[src/sv/lrd_pkg.sv]
// ----------------------------------------------------------------------------
// lrd_pkg
// Shared types, codes and the CRC-32C byte update for the record deframer.
// ----------------------------------------------------------------------------
package lrd_pkg;

    localparam int HDR_BYTES  = 24;
    localparam int CRC_SPAN   = 20;
    localparam int Q_DEPTH    = 4;
    localparam logic [31:0] CRC_POLY = 32'h82F6_3B78;

    localparam logic [1:0] KIND_PAYLOAD = 2'd0;
    localparam logic [1:0] KIND_ACCEPT  = 2'd1;
    localparam logic [1:0] KIND_ERROR   = 2'd2;
    localparam logic [1:0] KIND_END     = 2'd3;

    localparam logic [2:0] ERR_TRUNC    = 3'd0;
    localparam logic [2:0] ERR_MAGIC    = 3'd1;
    localparam logic [2:0] ERR_VERSION  = 3'd2;
    localparam logic [2:0] ERR_OPCODE   = 3'd3;
    localparam logic [2:0] ERR_SIZE     = 3'd4;
    localparam logic [2:0] ERR_CRC      = 3'd5;

    localparam logic [2:0] REG_MAGIC    = 3'd0;
    localparam logic [2:0] REG_VERSION  = 3'd1;
    localparam logic [2:0] REG_PUT      = 3'd2;
    localparam logic [2:0] REG_DELETE   = 3'd3;
    localparam logic [2:0] REG_KEY_LIM  = 3'd4;
    localparam logic [2:0] REG_VAL_LIM  = 3'd5;
    localparam logic [2:0] REG_RID_LIM  = 3'd6;

    localparam logic OP_BYTE = 1'b0;
    localparam logic OP_END  = 1'b1;

    typedef enum logic [1:0] {
        PH_HEADER,
        PH_KEY,
        PH_VALUE,
        PH_REQID
    } t_phase;

    typedef struct packed {
        logic [31:0] magic_word;
        logic [15:0] format_version;
        logic [7:0]  put_code;
        logic [7:0]  delete_code;
        logic [10:0] key_limit;
        logic [20:0] value_limit;
        logic [12:0] request_id_limit;
    } t_cfg;

    typedef struct packed {
        logic [1:0]  kind;
        logic [1:0]  part;
        logic [7:0]  data_byte;
        logic        operation;
        logic [2:0]  err_code;
        logic [31:0] rec_index;
        logic        last;
    } t_result;

    typedef struct packed {
        t_result r0;
        t_result r1;
        logic    two;
    } t_packet;

    function automatic logic [31:0] crc_byte(input logic [31:0] crc, input logic [7:0] b);
        logic [31:0] c;
        c = crc ^ {24'd0, b};
        for (int i = 0; i < 8; i++) begin
            c = c[0] ? ((c >> 1) ^ CRC_POLY) : (c >> 1);
        end
        return c;
    endfunction

endpackage

[src/sv/log_record_deframer_crc32c.sv]
// ----------------------------------------------------------------------------
// log_record_deframer_crc32c
// Splits a log byte stream into CRC-32C checked records.
// ----------------------------------------------------------------------------
// One stream word is taken per clock while the queue is not full. Header
// bytes give no output until the 24th, payload bytes come out one per word
// tagged with their part, and the last payload byte of a record also yields
// the verdict, so that word yields two results; a four-packet queue between
// the front end and the output stage absorbs this and output stalls. The
// CRC-32C update and length compare run in the same cycle as the byte. After
// an error, words are swallowed until an end-of-stream word. Registers sit
// on an APB port at byte addresses 0x00..0x18.
module log_record_deframer_crc32c #(
    parameter int COUNT_BITS = 32
) (
    input  logic        i_clk,
    input  logic        i_rst_n,
    input  logic        i_valid,
    output logic        o_ready,
    input  logic        i_op,
    input  logic [7:0]  i_byte_value,
    output logic        o_valid,
    input  logic        i_ready,
    output logic [1:0]  o_kind,
    output logic [1:0]  o_part,
    output logic [7:0]  o_data_byte,
    output logic        o_operation,
    output logic [2:0]  o_err_code,
    output logic [31:0] o_rec_index,
    output logic        o_last,
    input  logic        psel,
    input  logic        penable,
    input  logic        pwrite,
    input  logic [4:0]  paddr,
    input  logic [31:0] pwdata,
    output logic [31:0] prdata,
    output logic        pready
);

    lrd_pkg::t_cfg    r_cfg;
    lrd_pkg::t_packet w_packet, w_q_packet;
    lrd_pkg::t_result w_result;
    logic w_push, w_full, w_q_valid, w_pop, w_take, w_wr;

    assign pready  = 1'b1;
    assign o_ready = !w_full;
    assign w_take  = i_valid && o_ready;
    assign w_wr    = psel && penable && pwrite;

    always_ff @(posedge i_clk) begin
        if (!i_rst_n) begin
            r_cfg.magic_word       <= 32'd0;
            r_cfg.format_version   <= 16'd1;
            r_cfg.put_code         <= 8'd0;
            r_cfg.delete_code      <= 8'd1;
            r_cfg.key_limit        <= 11'd1024;
            r_cfg.value_limit      <= 21'd1048576;
            r_cfg.request_id_limit <= 13'd4096;
        end else if (w_wr) begin
            unique case (paddr[4:2])
                lrd_pkg::REG_MAGIC:   r_cfg.magic_word       <= pwdata;
                lrd_pkg::REG_VERSION: r_cfg.format_version   <= pwdata[15:0];
                lrd_pkg::REG_PUT:     r_cfg.put_code         <= pwdata[7:0];
                lrd_pkg::REG_DELETE:  r_cfg.delete_code      <= pwdata[7:0];
                lrd_pkg::REG_KEY_LIM: r_cfg.key_limit        <= pwdata[10:0];
                lrd_pkg::REG_VAL_LIM: r_cfg.value_limit      <= pwdata[20:0];
                lrd_pkg::REG_RID_LIM: r_cfg.request_id_limit <= pwdata[12:0];
                default: ;
            endcase
        end
    end

    always_comb begin
        unique case (paddr[4:2])
            lrd_pkg::REG_MAGIC:   prdata = r_cfg.magic_word;
            lrd_pkg::REG_VERSION: prdata = 32'(r_cfg.format_version);
            lrd_pkg::REG_PUT:     prdata = 32'(r_cfg.put_code);
            lrd_pkg::REG_DELETE:  prdata = 32'(r_cfg.delete_code);
            lrd_pkg::REG_KEY_LIM: prdata = 32'(r_cfg.key_limit);
            lrd_pkg::REG_VAL_LIM: prdata = 32'(r_cfg.value_limit);
            lrd_pkg::REG_RID_LIM: prdata = 32'(r_cfg.request_id_limit);
            default:              prdata = 32'd0;
        endcase
    end

    lrd_front #(.COUNT_BITS(COUNT_BITS)) u_front (
        .i_clk        (i_clk),
        .i_rst_n      (i_rst_n),
        .i_take       (w_take),
        .i_op         (i_op),
        .i_byte_value (i_byte_value),
        .i_cfg        (r_cfg),
        .o_push       (w_push),
        .o_packet     (w_packet)
    );

    lrd_queue u_queue (
        .i_clk    (i_clk),
        .i_rst_n  (i_rst_n),
        .i_push   (w_push),
        .i_packet (w_packet),
        .i_pop    (w_pop),
        .o_full   (w_full),
        .o_valid  (w_q_valid),
        .o_packet (w_q_packet)
    );

    lrd_back u_back (
        .i_clk      (i_clk),
        .i_rst_n    (i_rst_n),
        .i_q_valid  (w_q_valid),
        .i_q_packet (w_q_packet),
        .o_pop      (w_pop),
        .i_ready    (i_ready),
        .o_valid    (o_valid),
        .o_result   (w_result)
    );

    assign o_kind       = w_result.kind;
    assign o_part       = w_result.part;
    assign o_data_byte  = w_result.data_byte;
    assign o_operation  = w_result.operation;
    assign o_err_code   = w_result.err_code;
    assign o_rec_index  = w_result.rec_index;
    assign o_last       = w_result.last;

`ifndef SYNTHESIS
    a_no_overflow: assert property (@(posedge i_clk) disable iff (!i_rst_n)
        w_push |-> !w_full) else $error("queue overflow");

    a_verdict_last: assert property (@(posedge i_clk) disable iff (!i_rst_n)
        o_valid && o_kind != lrd_pkg::KIND_PAYLOAD |-> o_last)
        else $error("verdict not last");

    a_pop_valid: assert property (@(posedge i_clk) disable iff (!i_rst_n)
        w_pop |-> w_q_valid) else $error("pop from empty queue");
`endif

endmodule

[src/sv/lrd_front.sv]
// ----------------------------------------------------------------------------
// lrd_front
// Takes stream words, tracks header and payload phases, runs the CRC and
// builds result packets of one or two results.
// ----------------------------------------------------------------------------
module lrd_front #(
    parameter int COUNT_BITS = 32
) (
    input  logic              i_clk,
    input  logic              i_rst_n,
    input  logic              i_take,
    input  logic              i_op,
    input  logic [7:0]        i_byte_value,
    input  lrd_pkg::t_cfg     i_cfg,
    output logic              o_push,
    output lrd_pkg::t_packet  o_packet
);

    lrd_pkg::t_phase          r_phase, n_phase;
    logic [7:0]               r_hdr [lrd_pkg::HDR_BYTES];
    logic [20:0]              r_count, n_count;
    logic [31:0]              r_crc, n_crc;
    logic [COUNT_BITS-1:0]    r_records, n_records;
    logic                     r_halted, n_halted;

    logic [31:0] w_crc_b, w_magic, w_klen, w_vlen, w_rlen, w_cur_len, w_crc_final;
    logic [31:0] w_crc_want, w_index;
    logic [15:0] w_version;
    logic [2:0]  w_nz;
    logic [2:0]  w_hdr_err;
    logic        w_hdr_bad, w_hdr_last, w_pay_done, w_step_done, w_more, w_match, w_rec_op;
    logic [21:0] w_count_inc;
    lrd_pkg::t_phase w_next;

    assign w_crc_b   = lrd_pkg::crc_byte(r_crc, i_byte_value);
    assign w_magic   = {r_hdr[3], r_hdr[2], r_hdr[1], r_hdr[0]};
    assign w_version = {r_hdr[5], r_hdr[4]};
    assign w_klen    = {r_hdr[11], r_hdr[10], r_hdr[9], r_hdr[8]};
    assign w_vlen    = {r_hdr[15], r_hdr[14], r_hdr[13], r_hdr[12]};
    assign w_rlen    = {r_hdr[19], r_hdr[18], r_hdr[17], r_hdr[16]};
    assign w_nz      = {w_rlen != 32'd0, w_vlen != 32'd0, w_klen != 32'd0};
    assign w_rec_op  = (r_hdr[6] == i_cfg.put_code) ? 1'b0 : 1'b1;
    assign w_index   = 32'(r_records);

    assign w_hdr_last  = (r_phase == lrd_pkg::PH_HEADER) &&
                         (r_count == 21'(lrd_pkg::HDR_BYTES - 1));
    assign w_count_inc = {1'b0, r_count} + 22'd1;

    always_comb begin
        unique case (r_phase)
            lrd_pkg::PH_KEY:   w_cur_len = w_klen;
            lrd_pkg::PH_VALUE: w_cur_len = w_vlen;
            default:           w_cur_len = w_rlen;
        endcase
    end
    assign w_pay_done = 32'(w_count_inc) >= w_cur_len;

    always_comb begin
        w_hdr_err = lrd_pkg::ERR_TRUNC;
        w_hdr_bad = 1'b1;
        priority if (w_magic != i_cfg.magic_word) begin
            w_hdr_err = lrd_pkg::ERR_MAGIC;
        end else if (w_version != i_cfg.format_version) begin
            w_hdr_err = lrd_pkg::ERR_VERSION;
        end else if (r_hdr[6] != i_cfg.put_code && r_hdr[6] != i_cfg.delete_code) begin
            w_hdr_err = lrd_pkg::ERR_OPCODE;
        end else if (w_klen > 32'(i_cfg.key_limit) || w_vlen > 32'(i_cfg.value_limit) ||
                     w_rlen > 32'(i_cfg.request_id_limit)) begin
            w_hdr_err = lrd_pkg::ERR_SIZE;
        end else begin
            w_hdr_bad = 1'b0;
        end
    end

    // next non-empty part after the current phase
    always_comb begin
        w_more = 1'b1;
        w_next = lrd_pkg::PH_HEADER;
        priority if (r_phase == lrd_pkg::PH_HEADER && w_nz[0]) begin
            w_next = lrd_pkg::PH_KEY;
        end else if ((r_phase == lrd_pkg::PH_HEADER || r_phase == lrd_pkg::PH_KEY) &&
                     w_nz[1]) begin
            w_next = lrd_pkg::PH_VALUE;
        end else if (r_phase != lrd_pkg::PH_REQID && w_nz[2]) begin
            w_next = lrd_pkg::PH_REQID;
        end else begin
            w_more = 1'b0;
        end
    end

    assign w_crc_final = (r_phase == lrd_pkg::PH_HEADER) ? r_crc : w_crc_b;
    assign w_crc_want  = (r_phase == lrd_pkg::PH_HEADER) ?
                         {i_byte_value, r_hdr[22], r_hdr[21], r_hdr[20]} :
                         {r_hdr[23], r_hdr[22], r_hdr[21], r_hdr[20]};
    assign w_match     = ~w_crc_final == w_crc_want;
    assign w_step_done = (w_hdr_last && !w_hdr_bad) ||
                         (r_phase != lrd_pkg::PH_HEADER && w_pay_done);

    // next state
    always_comb begin
        n_phase   = r_phase;
        n_count   = r_count;
        n_crc     = r_crc;
        n_records = r_records;
        n_halted  = r_halted;
        if (i_take) begin
            if (i_op == lrd_pkg::OP_END) begin
                n_phase   = lrd_pkg::PH_HEADER;
                n_count   = '0;
                n_crc     = '1;
                n_records = '0;
                n_halted  = 1'b0;
            end else if (!r_halted) begin
                if (r_phase == lrd_pkg::PH_HEADER) begin
                    if (r_count < 21'(lrd_pkg::CRC_SPAN)) begin
                        n_crc = w_crc_b;
                    end
                    n_count = w_count_inc[20:0];
                    if (w_hdr_last && w_hdr_bad) begin
                        n_halted = 1'b1;
                    end
                end else begin
                    n_crc   = w_crc_b;
                    n_count = w_count_inc[20:0];
                end
                if (w_step_done) begin
                    n_count = '0;
                    if (w_more) begin
                        n_phase = w_next;
                    end else if (w_match) begin
                        n_phase   = lrd_pkg::PH_HEADER;
                        n_crc     = '1;
                        n_records = r_records + COUNT_BITS'(1);
                    end else begin
                        n_halted = 1'b1;
                    end
                end
            end
        end
    end

    // outputs
    always_comb begin
        lrd_pkg::t_result v;
        o_push   = 1'b0;
        o_packet = '0;
        v        = '0;
        v.rec_index = w_index;
        if (!w_more) begin
            if (w_match) begin
                v.kind      = lrd_pkg::KIND_ACCEPT;
                v.operation = w_rec_op;
            end else begin
                v.kind     = lrd_pkg::KIND_ERROR;
                v.err_code = lrd_pkg::ERR_CRC;
            end
        end
        v.last = 1'b1;
        if (i_take) begin
            if (i_op == lrd_pkg::OP_END) begin
                o_push                 = !r_halted;
                o_packet.r0.rec_index  = w_index;
                o_packet.r0.last       = 1'b1;
                o_packet.r0.kind       = (r_phase == lrd_pkg::PH_HEADER && r_count == '0) ?
                                         lrd_pkg::KIND_END : lrd_pkg::KIND_ERROR;
            end else if (!r_halted) begin
                if (r_phase == lrd_pkg::PH_HEADER) begin
                    if (w_hdr_last) begin
                        o_push = 1'b1;
                        if (w_hdr_bad) begin
                            o_packet.r0.kind      = lrd_pkg::KIND_ERROR;
                            o_packet.r0.err_code  = w_hdr_err;
                            o_packet.r0.rec_index = w_index;
                            o_packet.r0.last      = 1'b1;
                        end else if (!w_more) begin
                            o_packet.r0 = v;
                        end else begin
                            o_push = 1'b0;
                        end
                    end
                end else begin
                    o_push                = 1'b1;
                    o_packet.r0.kind      = lrd_pkg::KIND_PAYLOAD;
                    o_packet.r0.part      = 2'(r_phase) - 2'd1;
                    o_packet.r0.data_byte = i_byte_value;
                    o_packet.r0.operation = w_rec_op;
                    o_packet.r0.rec_index = w_index;
                    o_packet.r0.last      = !(w_pay_done && !w_more);
                    if (w_pay_done && !w_more) begin
                        o_packet.r1  = v;
                        o_packet.two = 1'b1;
                    end
                end
            end
        end
    end

    always_ff @(posedge i_clk) begin
        if (!i_rst_n) begin
            r_phase   <= lrd_pkg::PH_HEADER;
            r_count   <= '0;
            r_crc     <= '1;
            r_records <= '0;
            r_halted  <= 1'b0;
        end else begin
            r_phase   <= n_phase;
            r_count   <= n_count;
            r_crc     <= n_crc;
            r_records <= n_records;
            r_halted  <= n_halted;
        end
    end

    always_ff @(posedge i_clk) begin
        if (i_take && i_op == lrd_pkg::OP_BYTE && !r_halted &&
            r_phase == lrd_pkg::PH_HEADER) begin
            r_hdr[r_count[4:0]] <= i_byte_value;
        end
    end

endmodule

[src/sv/lrd_queue.sv]
// ----------------------------------------------------------------------------
// lrd_queue
// Small packet queue between the front and the back end.
// ----------------------------------------------------------------------------
module lrd_queue (
    input  logic              i_clk,
    input  logic              i_rst_n,
    input  logic              i_push,
    input  lrd_pkg::t_packet  i_packet,
    input  logic              i_pop,
    output logic              o_full,
    output logic              o_valid,
    output lrd_pkg::t_packet  o_packet
);

    lrd_pkg::t_packet r_mem [lrd_pkg::Q_DEPTH];
    logic [1:0] r_wr, r_rd;
    logic [2:0] r_cnt, n_cnt;

    assign o_full   = r_cnt == 3'(lrd_pkg::Q_DEPTH);
    assign o_valid  = r_cnt != 3'd0;
    assign o_packet = r_mem[r_rd];

    always_comb begin
        n_cnt = r_cnt;
        if (i_push && !i_pop) begin
            n_cnt = r_cnt + 3'd1;
        end else if (!i_push && i_pop) begin
            n_cnt = r_cnt - 3'd1;
        end
    end

    always_ff @(posedge i_clk) begin
        if (!i_rst_n) begin
            r_wr  <= '0;
            r_rd  <= '0;
            r_cnt <= '0;
        end else begin
            r_cnt <= n_cnt;
            if (i_push) begin
                r_wr <= r_wr + 2'd1;
            end
            if (i_pop) begin
                r_rd <= r_rd + 2'd1;
            end
        end
    end

    always_ff @(posedge i_clk) begin
        if (i_push) begin
            r_mem[r_wr] <= i_packet;
        end
    end

endmodule

[src/sv/lrd_back.sv]
// ----------------------------------------------------------------------------
// lrd_back
// Unpacks queued packets into single results on a registered output.
// ----------------------------------------------------------------------------
module lrd_back (
    input  logic              i_clk,
    input  logic              i_rst_n,
    input  logic              i_q_valid,
    input  lrd_pkg::t_packet  i_q_packet,
    output logic              o_pop,
    input  logic              i_ready,
    output logic              o_valid,
    output lrd_pkg::t_result  o_result
);

    logic             r_valid, r_pend;
    lrd_pkg::t_result r_out, r_second;
    logic             w_load;

    assign w_load   = !r_valid || i_ready;
    assign o_pop    = w_load && !r_pend && i_q_valid;
    assign o_valid  = r_valid;
    assign o_result = r_out;

    always_ff @(posedge i_clk) begin
        if (!i_rst_n) begin
            r_valid <= 1'b0;
            r_pend  <= 1'b0;
        end else if (w_load) begin
            if (r_pend) begin
                r_valid <= 1'b1;
                r_pend  <= 1'b0;
            end else begin
                r_valid <= i_q_valid;
                r_pend  <= i_q_valid && i_q_packet.two;
            end
        end
    end

    always_ff @(posedge i_clk) begin
        if (w_load) begin
            if (r_pend) begin
                r_out <= r_second;
            end else begin
                r_out    <= i_q_packet.r0;
                r_second <= i_q_packet.r1;
            end
        end
    end

endmodule

[config.mk]
export PLATFORM = sky130hd
export DESIGN_NAME = log_record_deframer_crc32c
export DESIGN_NICKNAME = d
export VERILOG_FILES = /design/src/sv/lrd_pkg.sv /design/src/sv/log_record_deframer_crc32c.sv /design/src/sv/lrd_front.sv /design/src/sv/lrd_queue.sv /design/src/sv/lrd_back.sv
export SDC_FILE = /design/constraint.sdc
export NUM_CORES = 1
export LEC_CHECK = 0
export ABC_AREA = 0
export BUFFER_PORTS_ARGS = -buffer_cell sky130_fd_sc_hd__buf_2
export CAP_MARGIN = 0
export CORE_MARGIN = 2
export CORE_UTILIZATION = 50
export DETAILED_ROUTE_END_ITERATION = 12
export HOLD_SLACK_MARGIN = 0.08
export PLACE_DENSITY = 0.69
export SLEW_MARGIN = 10
export SYNTH_ARGS = -nofsm -noshare
export SYNTH_HDL_FRONTEND = slang
export SYNTH_SLANG_ARGS = --single-unit
[constraint.sdc]
create_clock -name i_clk -period 5.7 [get_ports i_clk]
set_input_delay 0.285 -clock i_clk [delete_from_list [all_inputs] [get_ports i_clk]]
set_output_delay 0.285 -clock i_clk [all_outputs]
set_load 0.05 [all_outputs]
==> flow_metrics.tcl <==
set metrics [dict create \
    status "finished, final reports clean" \
    timing.rr.end "u_queue.r_mem[3][4]" \
    p_per_area_nw_per_um2 437 \
    worstPathArrival_ns 5.60 \
    port_buffers 133 \
    startpoint "u_front.r_hdr[14][4]" \
    max_cap_violations 0 \
    syn_to_final_growth_pct 13.7 \
    reg2reg_slack_ns 0.40 \
    timing.setup.tns_ns 0 \
    hp-class "input port to register" \
    cts_tree "built" \
    die_area_um2 75400 \
    ys.flop_type "edfxtp_1" \
    first_pass_iters 6 \
    endpoint "u_queue.r_mem[3][4]" \
    wire_per_inst_um 23.3 \
    grt-ovfl-total 0 \
    diodes 0 \
    finalSetupViolCount 0 \
    seq_area_frac_synth_pct 61.3 \
    period_needed_ns 5.30 \
    rr_startpoint "u_front.r_hdr[14][4]" \
    synth-edff-count 609 \
    post-route-period-util_pct 93.1 \
    fill_cells 5703 \
    die_width_um 275 \
    place_hpwl_um 58700 \
    yosysMostFrequentCell "edfxtp_1" \
    clockBufferDepth 3 \
    ys_ff_latch 817 \
    clock_skew_ns 0.0319 \
    clk_latency_ns 0.64 \
    synthArstFlopShare_pct 0 \
    start_util_pct 50.3 \
    crit_fanout 60 \
    track_usage_pct 24.1 \
    nNetsFinal 3008 \
    ant_nets 0 \
    vias_per_cell 5.90 \
    synthDistinctLibCells 75 \
    core_area_um2 72700 \
    syn_nets 2825 \
    cts_buffers 84 \
    rr_worst_depth 11 \
    clkTransAtPathRegs_ns 0.06 \
    synth_commonest_cells "edfxtp_1 (609), nand2_1 (240), dfxtp_1 (208), xnor2_1 (128), nor2_1 (109)" \
    rows 99 \
    vias 23000 \
    slew_headroom_pct 24.3 \
    io_pins 137 \
    grt_pass1_wl_um 138000 \
    syn_inst 2689 \
    drt_iter0_drc 2104 \
    drc 0 \
    finalHoldViolations 0 \
    syn_area_per_cell_um2 13.6 \
    synth.area.top_cells "edfxtp_1 (50%), dfxtp_1 (11%), mux4_2 (5.6%)" \
    gp_congestion 0.900 \
    worstSetupPathType "register to register" \
    rsz0062_at_grt "false" \
    p_leak_nw 14.2 \
    wirelength_um 90700 \
    synth_top_area_share_pct 50.0 \
    syn_area_um2 36600 \
    drive_gt1_share_pct 16.9 \
    cts-root-buf "clkbuf_16" \
    cts_sinks 817 \
    post-route-util_pct 57.2 \
    startpoint_type "register" \
    die_h_um 275 \
    fmax_ghz 0.189 \
    grt_antenna_before_repair 2 \
    ir_drop_mv 0.311 \
    first_global_vias 23100 \
    cts_setup_buffers 0 \
    cts_max_level 3 \
    grt_max_degree 78 \
    end_kind "register" \
    seq_area_um2 22500 \
    worst_pin_slew_ns 1.13 \
    yosys.area.top_type "edfxtp_1" \
    crit_required_ns 6.00 \
    slew_violations 0 \
    worst_hold_path.num_cells 3 \
    multi_input_area_um2 13400 \
    yosys_warnings 0 \
]
cells by family after synthesis:
| family | share of synthesized area (%) |
|---|---|
| buf+inv | 2.17 |
| other cells | 0.0102 |
| mux | 8.14 |
| compound gates | 7.74 |
| simple gates | 10.7 |
| fa+ha+maj | 2.86 |
| xor+xnor | 7.03 |
| flops | 61.3 |
area by class of cell:
class / instances / share of cell area [%]
Sequential cell: 817 / 54.0
Clock inverter: 45 / 0.980
Tap cell: 959 / 2.88
Clock buffer: 109 / 5.57
Timing Repair Buffer: 225 / 3.60
Multi-Input combinational cell: 1668 / 32.3
Inverter: 76 / 0.686
per-stage QoR:
| stage | setup WS (ns) | instance area, µm² | hold slack (ns) | std cells | power, W |
|---|---|---|---|---|---|
| after detailed placement | 0.475 | 38600 | 0.473 | 3713 | 0.0129 |
| after global placement | 0.644 | 38600 | 0.454 | 3713 | 0.0128 |
| final | 0.396 | 41600 | 0.209 | 3899 | 0.0182 |
| after CTS | 0.488 | 41600 | 0.171 | 3899 | 0.0183 |
| after global routing | 0.0612 | 41600 | 0.203 | 3899 | 0.0189 |
| after floorplan | 0.396 | 36600 | 0.384 | 2689 | 0.0115 |
registers in the layout, indices dropped and copies added (netlist names), named ones only:
signal / flops
u_front.r_crc: 32
r_cfg: 109
u_queue.r_rd: 2
u_queue.r_cnt: 3
u_front.r_count: 21
u_queue.r_wr: 2
u_front.r_halted: 1
u_front.r_hdr: 184
u_back.r_second: 36
u_back.o_valid: 1
u_front.r_records: 32
u_front.r_phase: 2
u_back.o_result: 49
u_queue.r_mem: 340
u_back.r_pend: 1
critical path, cell delays in order (launching register included):
cell and delay [ns]:
edfxtp_1 0.44, ha_1 0.33, nor4b_1 0.36, nand2_1 0.09
o21ai_0 0.43, o41ai_1 0.17, a21oi_1 0.27, or4_1 0.32
o21ai_0 0.22, a311oi_1 0.97, and2_4 0.90, buf_4 0.41
worst min-delay path by stage:
stage,slack (ns),end,start
6_report,0.21,r_cfg[33],i_rst_n
5_1_grt,0.20,r_cfg[33],i_rst_n
4_1_cts,0.17,r_cfg[33],i_rst_n
3_5_place_dp,0.47,r_cfg[36],r_cfg[36]
3_3_place_gp,0.45,r_cfg[36],r_cfg[36]
2_1_floorplan,0.38,u_front.r_hdr[0][0],i_byte_value[0]
what timing repair did:
| item | CTS | global route |
|---|---|---|
| hold endpoints to repair | 106 | 0 |
| hold buffers | 32 | 0 |
| setup endpoints to repair | 0 | 0 |
| gates resized for setup | 0 | 0 |
per-layer routing:
metal  part of all wire, %  GRT usage (%)  up-vias
li1                      -              -    10400
met1                    43           33.5    11600
met2                    48           39.1      835
met3                   7.0           3.93      159
met4                   2.6           7.52        0
met5                     0              0        -
layout by cell type (no fill, tap or decap), types with 49 or more instances in the layout:
| cell | Yosys | layout |
|---|---|---|
| nor2_1 | 109 | 108 |
| xor2_1 | 53 | 53 |
| buf_2 | 1 | 133 |
| o21ai_0 | 73 | 70 |
| and2_1 | 95 | 91 |
| nand4_1 | 49 | 49 |
| buf_4 | 1 | 55 |
| mux2i_1 | 49 | 49 |
| a21oi_1 | 79 | 79 |
| edfxtp_1 | 609 | 609 |
| mux4_2 | 91 | 91 |
| ha_1 | 82 | 82 |
| clkbuf_16 | 0 | 86 |
| inv_1 | 73 | 72 |
| a21boi_0 | 75 | 75 |
| nor2b_1 | 64 | 64 |
| nand2_1 | 240 | 240 |
| xnor2_1 | 128 | 128 |
| dfxtp_1 | 208 | 205 |
report_power, final:
part | internal [W] | switching [W]
Combinational | 0.00236 | 0.00295
Clock | 0.00311 | 0.00232
Sequential | 0.00704 | 0.000377
Total | 0.0125 | 0.00564
Note: power is estimated with default switching activity, not from simulation.
